===== config.mk =====
export PLATFORM = sky130hd
export DESIGN_NAME = riff_wave_stream_parser_core
export DESIGN_NICKNAME = d
export VERILOG_FILES = /design/src/hw/rtl/rwsp_pkg.sv /design/src/hw/rtl/rwsp_parser.sv /design/src/hw/rtl/rwsp_out_queue.sv /design/src/hw/rtl/riff_wave_stream_parser_core.sv
export SDC_FILE = /design/constraint.sdc
export NUM_CORES = 1
export LEC_CHECK = 0
export ABC_AREA = 1
export BUFFER_PORTS_ARGS = -buffer_cell sky130_fd_sc_hd__buf_2
export CAP_MARGIN = 25
export CORE_UTILIZATION = 24
export DETAILED_ROUTE_END_ITERATION = 10
export GPL_ROUTABILITY_DRIVEN = 1
export PLACE_DENSITY = 0.35
export SLEW_MARGIN = 20
export SYNTH_ARGS = -nofsm -noshare
export SYNTH_HDL_FRONTEND = slang
export SYNTH_SLANG_ARGS = --single-unit

===== constraint.sdc =====
create_clock -name clk -period 10.4 [get_ports clk]
set_clock_uncertainty 0.15 [all_clocks]
set_input_delay 1.56 -clock clk [delete_from_list [all_inputs] [get_ports clk]]
set_output_delay 1.56 -clock clk [all_outputs]
set_load 0.03 [all_outputs]

===== src/hw/rtl/rwsp_pkg.sv =====
// Shared types and constants for the RIFF/WAVE stream parser.
// No dependencies; imported by every module of the block.
package rwsp_pkg;

    // chunk and header tags, first byte in the high lane
    localparam logic [31:0] TAG_RIFF = 32'h5249_4646;
    localparam logic [31:0] TAG_WAVE = 32'h5741_5645;
    localparam logic [31:0] TAG_FMT  = 32'h666D_7420;
    localparam logic [31:0] TAG_DATA = 32'h6461_7461;

    // fmt chunk layout
    localparam logic [32:0] FMT_MIN_SIZE    = 33'd16;
    localparam logic [4:0]  FMT_BITS_OFFSET = 5'd14;
    localparam logic [4:0]  FMT_OFFSET_SAT  = 5'd16;

    // header walk
    localparam logic [3:0] HDR_RIFF_LAST = 4'd3;
    localparam logic [3:0] HDR_WAVE_LAST = 4'd11;
    localparam logic [3:0] CHUNK_TAG_END = 4'd4;
    localparam logic [3:0] CHUNK_HDR_END = 4'd7;

    typedef enum logic [2:0] {
        PH_HEADER = 3'd0,
        PH_CHUNK  = 3'd1,
        PH_FMT    = 3'd2,
        PH_DATA   = 3'd3,
        PH_SKIP   = 3'd4,
        PH_DONE   = 3'd5
    } phase_t;

    typedef enum logic [2:0] {
        ST_OK          = 3'd0,
        ST_NOT_WAVE    = 3'd1,
        ST_FMT_SHORT   = 3'd2,
        ST_FMT_TRUNC   = 3'd3,
        ST_DATA_TRUNC  = 3'd4,
        ST_MISSING     = 3'd5,
        ST_ZERO_FIELD  = 3'd6
    } status_t;

    typedef enum logic {
        KIND_PCM    = 1'b0,
        KIND_STATUS = 1'b1
    } kind_t;

    // one result item
    typedef struct packed {
        logic        kind;
        logic [7:0]  pcm_byte;
        logic [2:0]  status;
        logic [15:0] audio_format;
        logic [15:0] channel_count;
        logic [31:0] rate_hz;
        logic [15:0] sample_bits;
        logic        last;
    } result_t;

    // what one parsed byte produces: an optional pcm item, an optional status item
    typedef struct packed {
        logic        pcm_en;
        logic        stat_en;
        logic [7:0]  pcm_byte;
        logic [2:0]  status;
        logic [15:0] audio_format;
        logic [15:0] channel_count;
        logic [31:0] rate_hz;
        logic [15:0] sample_bits;
    } emit_t;

endpackage


===== src/hw/rtl/rwsp_parser.sv =====
// Input register and per-byte parse logic of the RIFF/WAVE stream parser.
// Depends on rwsp_pkg; feeds rwsp_out_queue through an emit_t bundle.
module rwsp_parser (
    input  logic               clk,
    input  logic               rst_n,
    input  logic               item_valid,
    output logic               item_ready,
    input  logic [7:0]         file_byte,
    input  logic               end_of_file,
    input  logic               room,
    output rwsp_pkg::emit_t    emit
);
    import rwsp_pkg::*;

    // input register
    logic        full_reg,  full_next;
    logic [7:0]  byte_reg;
    logic        eof_reg;
    logic        fire;

    // parse state
    phase_t      phase_reg, phase_next;
    logic [3:0]  idx_reg,   idx_next;
    logic [31:0] tag_reg,   tag_next;
    logic [32:0] rem_reg,   rem_next;
    logic [4:0]  off_reg,   off_next;
    logic [15:0] ftag_reg,  ftag_next;
    logic [15:0] chan_reg,  chan_next;
    logic [31:0] rate_reg,  rate_next;
    logic [15:0] bits_reg,  bits_next;
    logic        seen_reg,  seen_next;

    // step decisions
    logic        pcm_en;
    logic        stat_en;
    status_t     stat_code;
    logic [31:0] tag_shift;
    logic [32:0] rem_dec;
    logic [32:0] rem_hdr;
    logic [32:0] rem_pad;
    status_t     chk_code;

    assign fire       = full_reg & room;
    assign item_ready = ~full_reg | room;

    // input register load and drain
    always_comb
    begin
        full_next = full_reg;
        if (item_valid && item_ready)
        begin
            full_next = 1'b1;
        end
        else if (fire)
        begin
            full_next = 1'b0;
        end
    end

    always_ff @(posedge clk or negedge rst_n)
    begin
        if (!rst_n)
        begin
            full_reg <= 1'b0;
        end
        else
        begin
            full_reg <= full_next;
        end
    end

    always_ff @(posedge clk)
    begin
        if (item_valid && item_ready)
        begin
            byte_reg <= file_byte;
            eof_reg  <= end_of_file;
        end
    end

    // shared terms of the step
    assign tag_shift = {tag_reg[23:0], byte_reg};
    assign rem_dec   = rem_reg - 33'd1;
    assign rem_pad   = rem_hdr + {32'd0, rem_hdr[0]};

    always_comb
    begin
        if (!seen_reg)
        begin
            chk_code = ST_MISSING;
        end
        else if (chan_reg == 16'd0 || rate_reg == 32'd0)
        begin
            chk_code = ST_ZERO_FIELD;
        end
        else
        begin
            chk_code = ST_OK;
        end
    end

    // size bytes arrive little-endian
    always_comb
    begin
        case (idx_reg[1:0])
            2'd0:    rem_hdr = rem_reg | {25'd0, byte_reg};
            2'd1:    rem_hdr = rem_reg | {17'd0, byte_reg, 8'd0};
            2'd2:    rem_hdr = rem_reg | {9'd0, byte_reg, 16'd0};
            2'd3:    rem_hdr = rem_reg | {1'b0, byte_reg, 24'd0};
            default: rem_hdr = rem_reg;
        endcase
    end

    // next state of the parse for the byte in the input register
    always_comb
    begin
        phase_next = phase_reg;
        idx_next   = idx_reg;
        tag_next   = tag_reg;
        rem_next   = rem_reg;
        off_next   = off_reg;
        ftag_next  = ftag_reg;
        chan_next  = chan_reg;
        rate_next  = rate_reg;
        bits_next  = bits_reg;
        seen_next  = seen_reg;
        pcm_en     = 1'b0;
        stat_en    = 1'b0;
        stat_code  = ST_OK;

        case (phase_reg)
            PH_HEADER:
            begin
                tag_next = tag_shift;
                if (idx_reg == HDR_RIFF_LAST && tag_shift != TAG_RIFF)
                begin
                    stat_en    = 1'b1;
                    stat_code  = ST_NOT_WAVE;
                    phase_next = PH_DONE;
                end
                else if (idx_reg == HDR_WAVE_LAST)
                begin
                    if (tag_shift != TAG_WAVE)
                    begin
                        stat_en    = 1'b1;
                        stat_code  = ST_NOT_WAVE;
                        phase_next = PH_DONE;
                    end
                    else
                    begin
                        phase_next = PH_CHUNK;
                        idx_next   = 4'd0;
                    end
                end
                else
                begin
                    idx_next = idx_reg + 4'd1;
                end
            end
            PH_CHUNK:
            begin
                if (idx_reg < CHUNK_TAG_END)
                begin
                    tag_next = tag_shift;
                    rem_next = (idx_reg == 4'd0) ? 33'd0 : rem_reg;
                    idx_next = idx_reg + 4'd1;
                end
                else
                begin
                    rem_next = rem_hdr;
                    if (idx_reg < CHUNK_HDR_END)
                    begin
                        idx_next = idx_reg + 4'd1;
                    end
                    else
                    begin
                        idx_next = 4'd0;
                        if (tag_reg == TAG_FMT)
                        begin
                            if (rem_hdr < FMT_MIN_SIZE)
                            begin
                                stat_en    = 1'b1;
                                stat_code  = ST_FMT_SHORT;
                                phase_next = PH_DONE;
                            end
                            else
                            begin
                                off_next   = 5'd0;
                                phase_next = PH_FMT;
                            end
                        end
                        else if (tag_reg == TAG_DATA)
                        begin
                            if (rem_hdr == 33'd0)
                            begin
                                stat_en    = 1'b1;
                                stat_code  = chk_code;
                                phase_next = PH_DONE;
                            end
                            else
                            begin
                                phase_next = PH_DATA;
                            end
                        end
                        else
                        begin
                            // other chunks are skipped with their pad byte
                            rem_next = rem_pad;
                            if (rem_pad != 33'd0)
                            begin
                                phase_next = PH_SKIP;
                            end
                        end
                    end
                end
            end
            PH_FMT:
            begin
                case (off_reg)
                    5'd0: ftag_next[7:0]   = byte_reg;
                    5'd1: ftag_next[15:8]  = byte_reg;
                    5'd2: chan_next[7:0]   = byte_reg;
                    5'd3: chan_next[15:8]  = byte_reg;
                    5'd4: rate_next[7:0]   = byte_reg;
                    5'd5: rate_next[15:8]  = byte_reg;
                    5'd6: rate_next[23:16] = byte_reg;
                    5'd7: rate_next[31:24] = byte_reg;
                    FMT_BITS_OFFSET:        bits_next[7:0]  = byte_reg;
                    FMT_BITS_OFFSET + 5'd1: bits_next[15:8] = byte_reg;
                    default: ;
                endcase
                // offset saturates past the last field of interest
                if (off_reg != FMT_OFFSET_SAT)
                begin
                    off_next = off_reg + 5'd1;
                end
                rem_next = rem_dec;
                if (rem_dec == 33'd0)
                begin
                    seen_next  = 1'b1;
                    phase_next = PH_CHUNK;
                end
            end
            PH_DATA:
            begin
                pcm_en   = 1'b1;
                rem_next = rem_dec;
                if (rem_dec == 33'd0)
                begin
                    stat_en    = 1'b1;
                    stat_code  = chk_code;
                    phase_next = PH_DONE;
                end
            end
            PH_SKIP:
            begin
                rem_next = rem_dec;
                if (rem_dec == 33'd0)
                begin
                    phase_next = PH_CHUNK;
                end
            end
            default: ;
        endcase

        // end of file closes the parse and clears state for the next file
        if (eof_reg)
        begin
            case (phase_next)
                PH_HEADER:
                begin
                    stat_en   = 1'b1;
                    stat_code = ST_NOT_WAVE;
                end
                PH_FMT:
                begin
                    stat_en   = 1'b1;
                    stat_code = ST_FMT_TRUNC;
                end
                PH_DATA:
                begin
                    stat_en   = 1'b1;
                    stat_code = ST_DATA_TRUNC;
                end
                PH_CHUNK, PH_SKIP:
                begin
                    stat_en   = 1'b1;
                    stat_code = ST_MISSING;
                end
                default: ;
            endcase
            phase_next = PH_HEADER;
            idx_next   = 4'd0;
            tag_next   = 32'd0;
            rem_next   = 33'd0;
            off_next   = 5'd0;
            ftag_next  = 16'd0;
            chan_next  = 16'd0;
            rate_next  = 32'd0;
            bits_next  = 16'd0;
            seen_next  = 1'b0;
        end
    end

    // results of the step; fmt fields only on an ok status
    always_comb
    begin
        emit.pcm_en        = fire & pcm_en;
        emit.stat_en       = fire & stat_en;
        emit.pcm_byte      = byte_reg;
        emit.status        = stat_code;
        emit.audio_format  = (stat_code == ST_OK) ? ftag_reg : 16'd0;
        emit.channel_count = (stat_code == ST_OK) ? chan_reg : 16'd0;
        emit.rate_hz       = (stat_code == ST_OK) ? rate_reg : 32'd0;
        emit.sample_bits   = (stat_code == ST_OK) ? bits_reg : 16'd0;
    end

    // parse state registers
    always_ff @(posedge clk or negedge rst_n)
    begin
        if (!rst_n)
        begin
            phase_reg <= PH_HEADER;
            idx_reg   <= 4'd0;
            tag_reg   <= 32'd0;
            rem_reg   <= 33'd0;
            off_reg   <= 5'd0;
            ftag_reg  <= 16'd0;
            chan_reg  <= 16'd0;
            rate_reg  <= 32'd0;
            bits_reg  <= 16'd0;
            seen_reg  <= 1'b0;
        end
        else if (fire)
        begin
            phase_reg <= phase_next;
            idx_reg   <= idx_next;
            tag_reg   <= tag_next;
            rem_reg   <= rem_next;
            off_reg   <= off_next;
            ftag_reg  <= ftag_next;
            chan_reg  <= chan_next;
            rate_reg  <= rate_next;
            bits_reg  <= bits_next;
            seen_reg  <= seen_next;
        end
    end

endmodule


===== src/hw/rtl/rwsp_out_queue.sv =====
// Four-entry result queue: takes up to two items a cycle, gives one.
// Depends on rwsp_pkg for emit_t and result_t.
module rwsp_out_queue (
    input  logic               clk,
    input  logic               rst_n,
    input  rwsp_pkg::emit_t    emit,
    output logic               room,
    output logic               result_valid,
    input  logic               result_ready,
    output rwsp_pkg::result_t  head
);
    import rwsp_pkg::*;

    result_t     q_reg [4];
    logic [1:0]  wr_ptr_reg, wr_ptr_next;
    logic [1:0]  rd_ptr_reg, rd_ptr_next;
    logic [2:0]  cnt_reg,    cnt_next;

    result_t     pcm_ent;
    result_t     stat_ent;
    result_t     d0;
    logic        we0;
    logic        we1;
    logic        pop;
    logic [2:0]  push_cnt;

    // item images built from the step results
    always_comb
    begin
        pcm_ent               = '0;
        pcm_ent.kind          = KIND_PCM;
        pcm_ent.pcm_byte      = emit.pcm_byte;

        stat_ent               = '0;
        stat_ent.kind          = KIND_STATUS;
        stat_ent.status        = emit.status;
        stat_ent.audio_format  = emit.audio_format;
        stat_ent.channel_count = emit.channel_count;
        stat_ent.rate_hz       = emit.rate_hz;
        stat_ent.sample_bits   = emit.sample_bits;
        stat_ent.last          = 1'b1;
    end

    // a pcm item goes first when both come from one byte
    assign we0      = emit.pcm_en | emit.stat_en;
    assign we1      = emit.pcm_en & emit.stat_en;
    assign d0       = emit.pcm_en ? pcm_ent : stat_ent;
    assign push_cnt = {2'b00, we0} + {2'b00, we1};

    assign room         = (cnt_reg <= 3'd2);
    assign result_valid = (cnt_reg != 3'd0);
    assign pop          = result_valid & result_ready;
    assign head         = q_reg[rd_ptr_reg];

    // pointer and fill count
    always_comb
    begin
        wr_ptr_next = wr_ptr_reg + {1'b0, we0} + {1'b0, we1};
        rd_ptr_next = rd_ptr_reg + {1'b0, pop};
        cnt_next    = cnt_reg + push_cnt - {2'b00, pop};
    end

    always_ff @(posedge clk or negedge rst_n)
    begin
        if (!rst_n)
        begin
            wr_ptr_reg <= 2'd0;
            rd_ptr_reg <= 2'd0;
            cnt_reg    <= 3'd0;
        end
        else
        begin
            wr_ptr_reg <= wr_ptr_next;
            rd_ptr_reg <= rd_ptr_next;
            cnt_reg    <= cnt_next;
        end
    end

    // entry storage
    always_ff @(posedge clk)
    begin
        if (we0)
        begin
            q_reg[wr_ptr_reg] <= d0;
        end
        if (we1)
        begin
            q_reg[wr_ptr_reg + 2'd1] <= stat_ent;
        end
    end

endmodule


===== src/hw/rtl/riff_wave_stream_parser_core.sv =====
// Top level of the RIFF/WAVE stream parser: input register, parse step, result queue.
// Depends on rwsp_pkg, rwsp_parser and rwsp_out_queue.
//
//  channel  | handshake                  | payload
//  ---------+----------------------------+------------------------------------------
//  input    | item_valid / item_ready    | file_byte, end_of_file
//  result   | result_valid / result_ready| kind, pcm_byte, status, audio_format,
//           |                            | channel_count, rate_hz, sample_bits, last
//
// One byte is taken per cycle while item_ready is high; each byte is held in the input register,
// and its results are written into the result queue once it has room, and leave from there.
// A byte that ends the data chunk, or ends the file inside it, gives two results; the
// four-entry result queue absorbs the extra result and input keeps flowing.
// rst_n clears the parse state and empties the queue; no clearing pass is needed.
// When result_ready is low the queue fills and item_ready drops once the input register
// holds a byte and fewer than two queue entries are free.
module riff_wave_stream_parser_core (
    input  logic        clk,
    input  logic        rst_n,
    input  logic        item_valid,
    output logic        item_ready,
    input  logic [7:0]  file_byte,
    input  logic        end_of_file,
    output logic        result_valid,
    input  logic        result_ready,
    output logic        kind,
    output logic [7:0]  pcm_byte,
    output logic [2:0]  status,
    output logic [15:0] audio_format,
    output logic [15:0] channel_count,
    output logic [31:0] rate_hz,
    output logic [15:0] sample_bits,
    output logic        last
);
    import rwsp_pkg::*;

    emit_t   emit;
    logic    room;
    result_t head;

    // byte parse
    rwsp_parser u_parser (
        .clk         (clk),
        .rst_n       (rst_n),
        .item_valid  (item_valid),
        .item_ready  (item_ready),
        .file_byte   (file_byte),
        .end_of_file (end_of_file),
        .room        (room),
        .emit        (emit)
    );

    // result queue
    rwsp_out_queue u_queue (
        .clk          (clk),
        .rst_n        (rst_n),
        .emit         (emit),
        .room         (room),
        .result_valid (result_valid),
        .result_ready (result_ready),
        .head         (head)
    );

    // result fields
    assign kind          = head.kind;
    assign pcm_byte      = head.pcm_byte;
    assign status        = head.status;
    assign audio_format  = head.audio_format;
    assign channel_count = head.channel_count;
    assign rate_hz       = head.rate_hz;
    assign sample_bits   = head.sample_bits;
    assign last          = head.last;

endmodule

## After elaboration in Yosys (flattened, before gate mapping)

Memories as Yosys holds them, arrays and structs flattened.
Cells that the tools add are included.

- Equality and inequality tests: 36
- Div/mod/pow operators: 0
- Reductions and logical operators: 50
- Bitwise gates (word level): 12
- Magnitude comparators: 4
- $mul: 0
- Mux-type cells: 100
- Shift-type cells: 0
- Add/subtract/negate cells: 11

Operators by type and width:

| cell | count |
|---|---|
| 2-to-1 mux 33 bit | 6 |
| 2-to-1 mux 32 bit | 5 |
| 2-to-1 mux 16 bit | 9 |
| one-hot mux 33 bit (4 select lines) | 1 |
| 2-to-1 mux 93 bit | 1 |
| 2-to-1 mux 8 bit | 10 |
| 2-to-1 mux 3 bit | 24 |
| zero test 33 bit | 2 |
| one-hot mux 33 bit (2 select lines) | 1 |
| equality test 32 x 31 -> 1 bit (second input constant) | 2 |
| != test 32 x 31 -> 1 bit (second input constant) | 2 |
| one-hot mux 32 bit (2 select lines) | 1 |
| AND reduction 3 bit | 13 |
| adder 33 x 1 -> 33 bit | 1 |
| < comparator 33 x 5 -> 1 bit (second input constant) | 1 |
| OR 33 x 16 -> 33 bit | 1 |
| OR 33 x 24 -> 33 bit | 1 |
| OR 33 x 32 -> 33 bit | 1 |
| OR 33 x 8 -> 33 bit | 1 |
| nonzero test 33 bit | 1 |
| subtractor 33 x 1 -> 33 bit (second input constant) | 1 |
| zero test 32 bit | 1 |
| 2-to-1 mux 5 bit | 6 |
| nonzero test 2 bit | 13 |
| 48 further kinds | 108 |

- Memories kept: 1
- Logic and storage cells: 236
- Output and inout port bits: 95
- Input bits: 13
- RAM bits: 372
- Bits in registers: 175
- ROM bits: 0
- Bits in latches: 0

Memory list:

| memory | words | width | read ports | clocked after memory_dff | wr ports | RTL line | RTL |
|---|---|---|---|---|---|---|---|
| u_queue.q_reg | 4 | 93 | 1 | 0 | 2 | rwsp_out_queue.sv:14 | `result_t q_reg [4];` |

## Logic depth before layout (Yosys ltp)

- Depth after elaboration: 19
- Gate-level depth with buffers: 39
- Mapped depth without buffers: 35

## Modules after synthesis

From an unflattened synthesis, not the netlist that was laid out.

- Cells, all modules: 3766
- Area, all modules: 29863.6 um^2

Modules (own cells, without submodules):

| module | times used | area an instance (um^2) | cells an instance | seq. area each (um^2) |
|---|---|---|---|---|
| rwsp_out_queue | 1 | 18293.8 | 2074 | 10865.4 |
| rwsp_parser | 1 | 11569.8 | 1692 | 4249.1 |

## Worst setup path after synthesis

Ideal clock, no wire load.

- Kind: register to register
- From: register u_parser.idx_reg[0]
- To: memory u_queue.q_reg[0][65] (netlist bit) (data pin)
- Clock period less this slack: 7.905 ns
- Path buffers: 5
- Library setup time: 0.140 ns
- Arrival: 7.615 ns
- Required time: 10.110 ns
- Stages on the path, launching flop included: 38
- Slack: 2.495 ns
- Cell sequence: dfrtp_1 -> inv_1 -> ha_1 -> nor2_1 -> nand2_4 -> buf_6 -> buf_6 -> nand2_1 -> inv_1 -> ha_1 -> nand2_1 -> nor2_4 -> nand2_2 -> inv_2 -> nand3_1 -> nand2_1 -> nor2_1 -> nand2_1 -> [2 not listed] -> nor2_2 -> nand3_1 -> nand2_1 -> nand2_1 -> nor2_4 -> inv_2 -> nand2_1 -> nor2_1 -> nor2_1 -> inv_1 -> ha_1 -> nor3_1 -> or2_2 -> clkbuf_1 -> o21ai_0 -> clkbuf_1 -> clkbuf_1 -> nor2_2

RTL lines:

| element | RTL line | RTL |
|---|---|---|
| start: declaration | rwsp_parser.sv:23 | `logic [3:0] idx_reg, idx_next;` |
| start signal: assignment | rwsp_parser.sv:337 | `idx_reg <= idx_next;` |
| end: declaration | rwsp_out_queue.sv:14 |  |

==> run metrics <==
number of rows in the core area 126; post-synthesis simple-gate area fraction 26.9%; final weighted congestion of routability-driven global placement 0.860; Vert. Die Dim 347 um; aggregate global routing overflow 0; clock buffers created by TritonCTS 73; post-CTS setup buffers 0; synthesis-to-layout area growth 15.4%; count of endpoints failing hold in the final timing report 0; first-pass GRT wire length 153000 um; Final Critical Period 7.25 ns; RSZ-0062 raised after global routing no; arithmetic-cell share of the synthesized area counting full adders, half adders and majority gates 1.15%; HPWL reported at the end of detailed placement 66200 um; class of the tightest hold or removal check flip-flop to flip-flop; Max Clock Freq 138 MHz; most frequent CP cell nand2_1; number of warnings printed during yosys synthesis 0; number of nets in the finished design 3211; distinct cell type count of the synthesized netlist 55; Post-CTS Hold Buffers 0; clock sink total 543; I/O Buffers 107; routed wire length per instance 21.5 um; max FFs per register 368; dominant combinational cell family by area after synthesis simple AND/OR/NAND/NOR gates; netlist area before placement 28500 sq um; startpoint type of the worst setup path flip-flop; run status completed; area fraction in compound gates after synthesis 11.1%; overall track demand over capacity in global routing 16.9%; Die X-Extent 347 um; async set or reset register ratio after synthesis 30.6%; endpoint kind of the worst setup timing path flip-flop; Worst-Skew Late Latency 0.65 ns; H-tree levels 3; Worst Path Arrival 7.57 ns; mean instance size in the synthesized netlist 9.13 sq um; detailed-route DRC error count 0; Final period util 69.7%; count of flip-flops with a built-in enable after synthesis 341; slew at the pin closest to its max-slew limit 1.01 ns; total of max-cap violations 0; post-layout utilization of the core 27.9%; normalized max-slew margin 32.0%; number of pins with negative max-slew slack in the final report 0; share of synthesized area spent on multiplexers 0%; Slowest-stage cell, CP or2_4; fill cell count 12600; Worst Setup Path Type flip-flop to flip-flop; total I/O pin count 108; leading register cell type out of synthesis edfxtp_1; CTS root buf clkbuf_16; die area 120000 sq um; number of global-route vias before repair 22600; xor/xnor share of the synthesized area 1.29%; antenna-violating nets left 0; synthesis-stage register bit count 543; syn nets 3163; Total Negative Setup Slacks 0 ns; maximum number of pins on one net before global-route repair 75; Post-Synthesis Cells 3125; Initial Util 24.2%; core area 118000 sq um; CTS tree yes; fraction of the yosys area taken by sequential cells 53.0%; CTS-repair resized insts 0; critical path peak fanout 40; share of final-layout standard cells stronger than drive strength 1 14.9%; clock transition at the registers of the reported paths 0.06 ns; First-pass DRT Iterations 5; deepest clock path buffer count 3; vias per inst 4.68; total via count in the routed design 22300; initial antenna violation count 6; final setup fails 0; worst stage delay on the critical path 0.69 ns; Starting DRT DRC Count 1392; data required time at the worst endpoint 10.72 ns; aggregate routed wire length 103000 um
[metal layers]
layer	global-route usage [%]	up-vias	share of wire [%]
met4	5.15	0	2.8
met5	0	-	0
met3	2.34	130	3.3
met1	22.2	11000	45
li1	-	10800	-
met2	28.7	378	48
[area by class of cell]
type                       count  area, sq um  share of cell area (%)
clock buffer                 104         2020                    6.15
sequential                   543        15100                    45.9
timing repair buffer         156         1020                    3.11
multi-input combinational   2168        11600                    35.3
clock inverter                30          309                   0.939
antenna                        1         2.50                 0.00760
tap                         1536         1920                    5.84
inverter                     231          878                    2.67
[path summary, 6_finish.rpt]
| path | startpoint | endpoint | slack [ns] | depth (start not counted) |
|---|---|---|---|---|
| worst max-delay path | u_parser.idx_reg[0]$_DFFE_PN0P_ | u_queue.q_reg[2][83]$_DFFE_PP_ | 3.15 | 35 |
| worst min-delay path | u_queue.q_reg[1][0]$_SDFFE_PP1P_ | u_queue.q_reg[1][0]$_SDFFE_PP1P_ | 0.30 | 2 |
| worst max register to register | u_parser.idx_reg[0]$_DFFE_PN0P_ | u_queue.q_reg[2][83]$_DFFE_PP_ | 3.15 | 35 |
| worst min register to register | u_queue.q_reg[1][0]$_SDFFE_PP1P_ | u_queue.q_reg[1][0]$_SDFFE_PP1P_ | 0.30 | 2 |
| max in group asynchronous | rst_n | u_parser.tag_reg[6]$_DFFE_PN0P_ | 7.47 | 4 |
| min in group asynchronous | rst_n | u_parser.rem_reg[7]$_DFFE_PN0P_ | 0.73 | 1 |
[Yosys cell counts, types with 10 or more instances]
cell	instances	area share, %
a21oi_1	63	1.1
a22oi_1	10	0.26
buf_6	13	0.51
clkbuf_1	141	1.9
dfrtp_1	166	15
dfxtp_1	36	2.5
edfxtp_1	341	36
ha_1	23	1.0
inv_1	209	2.8
inv_2	14	0.18
nand2_1	443	5.8
nand2_2	21	0.46
nand3_1	118	2.1
nand4_1	64	1.4
nand4_4	60	4.5
nor2_1	631	8.3
nor2_2	81	1.8
nor3_1	37	0.65
nor4_1	19	0.42
o21ai_0	340	6.0
o22ai_1	141	3.1
xor2_1	37	1.1
[logic make-up (layout without fill, tap and decap cells)]
kind of cell,Yosys count,count (layout)
and+or+nand+nor,1519,1519
AOI/OAI and AO/OA,583,583
DFF,543,543
buffers and inverters,414,521
xor gates and xnor gates,41,41
adders and majority gates,25,25
other,0,1
[cells in the final DEF (no fill, tap or decap), types with 9 or more instances in the layout]
master / count
o31ai_1: 9
nand2_2: 19
buf_4: 40
nand3_1: 118
a22oi_1: 10
dfxtp_1: 36
o21ai_0: 336
nor2_1: 630
nor4_1: 19
nand2_1: 443
buf_2: 106
inv_2: 14
nand4_4: 60
inv_1: 207
a21oi_1: 62
nor2_2: 82
ha_1: 23
clkbuf_1: 24
nand4_1: 64
clkbuf_16: 74
xor2_1: 37
nor3_1: 36
edfxtp_1: 341
nor2_4: 9
clkinv_1: 15
dfrtp_1: 164
clkinv_2: 13
o22ai_1: 141
[critical path: cells and delay by family (launching register included)]
kind,cells,cell delay [ns]
AND/OR/NAND/NOR,24,3.77
buffers and inverters,7,1.34
adder cells (fa/ha/maj),3,0.97
flip-flops,1,0.44
AO/OA/AOI/OAI,1,0.36
[per-stage QoR]
stage | cells | hold slack (ns) | cell area, sq um | setup WS (ns)
floorplan | 3125 | 0.272 | 28500 | 2.50
global placement | 4624 | 0.290 | 30400 | 3.22
detailed placement | 4631 | 0.289 | 30500 | 3.11
CTS | 4765 | 0.303 | 32900 | 3.09
global route | 4768 | 0.333 | 32900 | 2.37
finish | 4769 | 0.303 | 32900 | 3.15
Power is left out: the tool's default activity adds up to more than one toggle a clock period on the data nets, which glitch-free logic cannot reach.
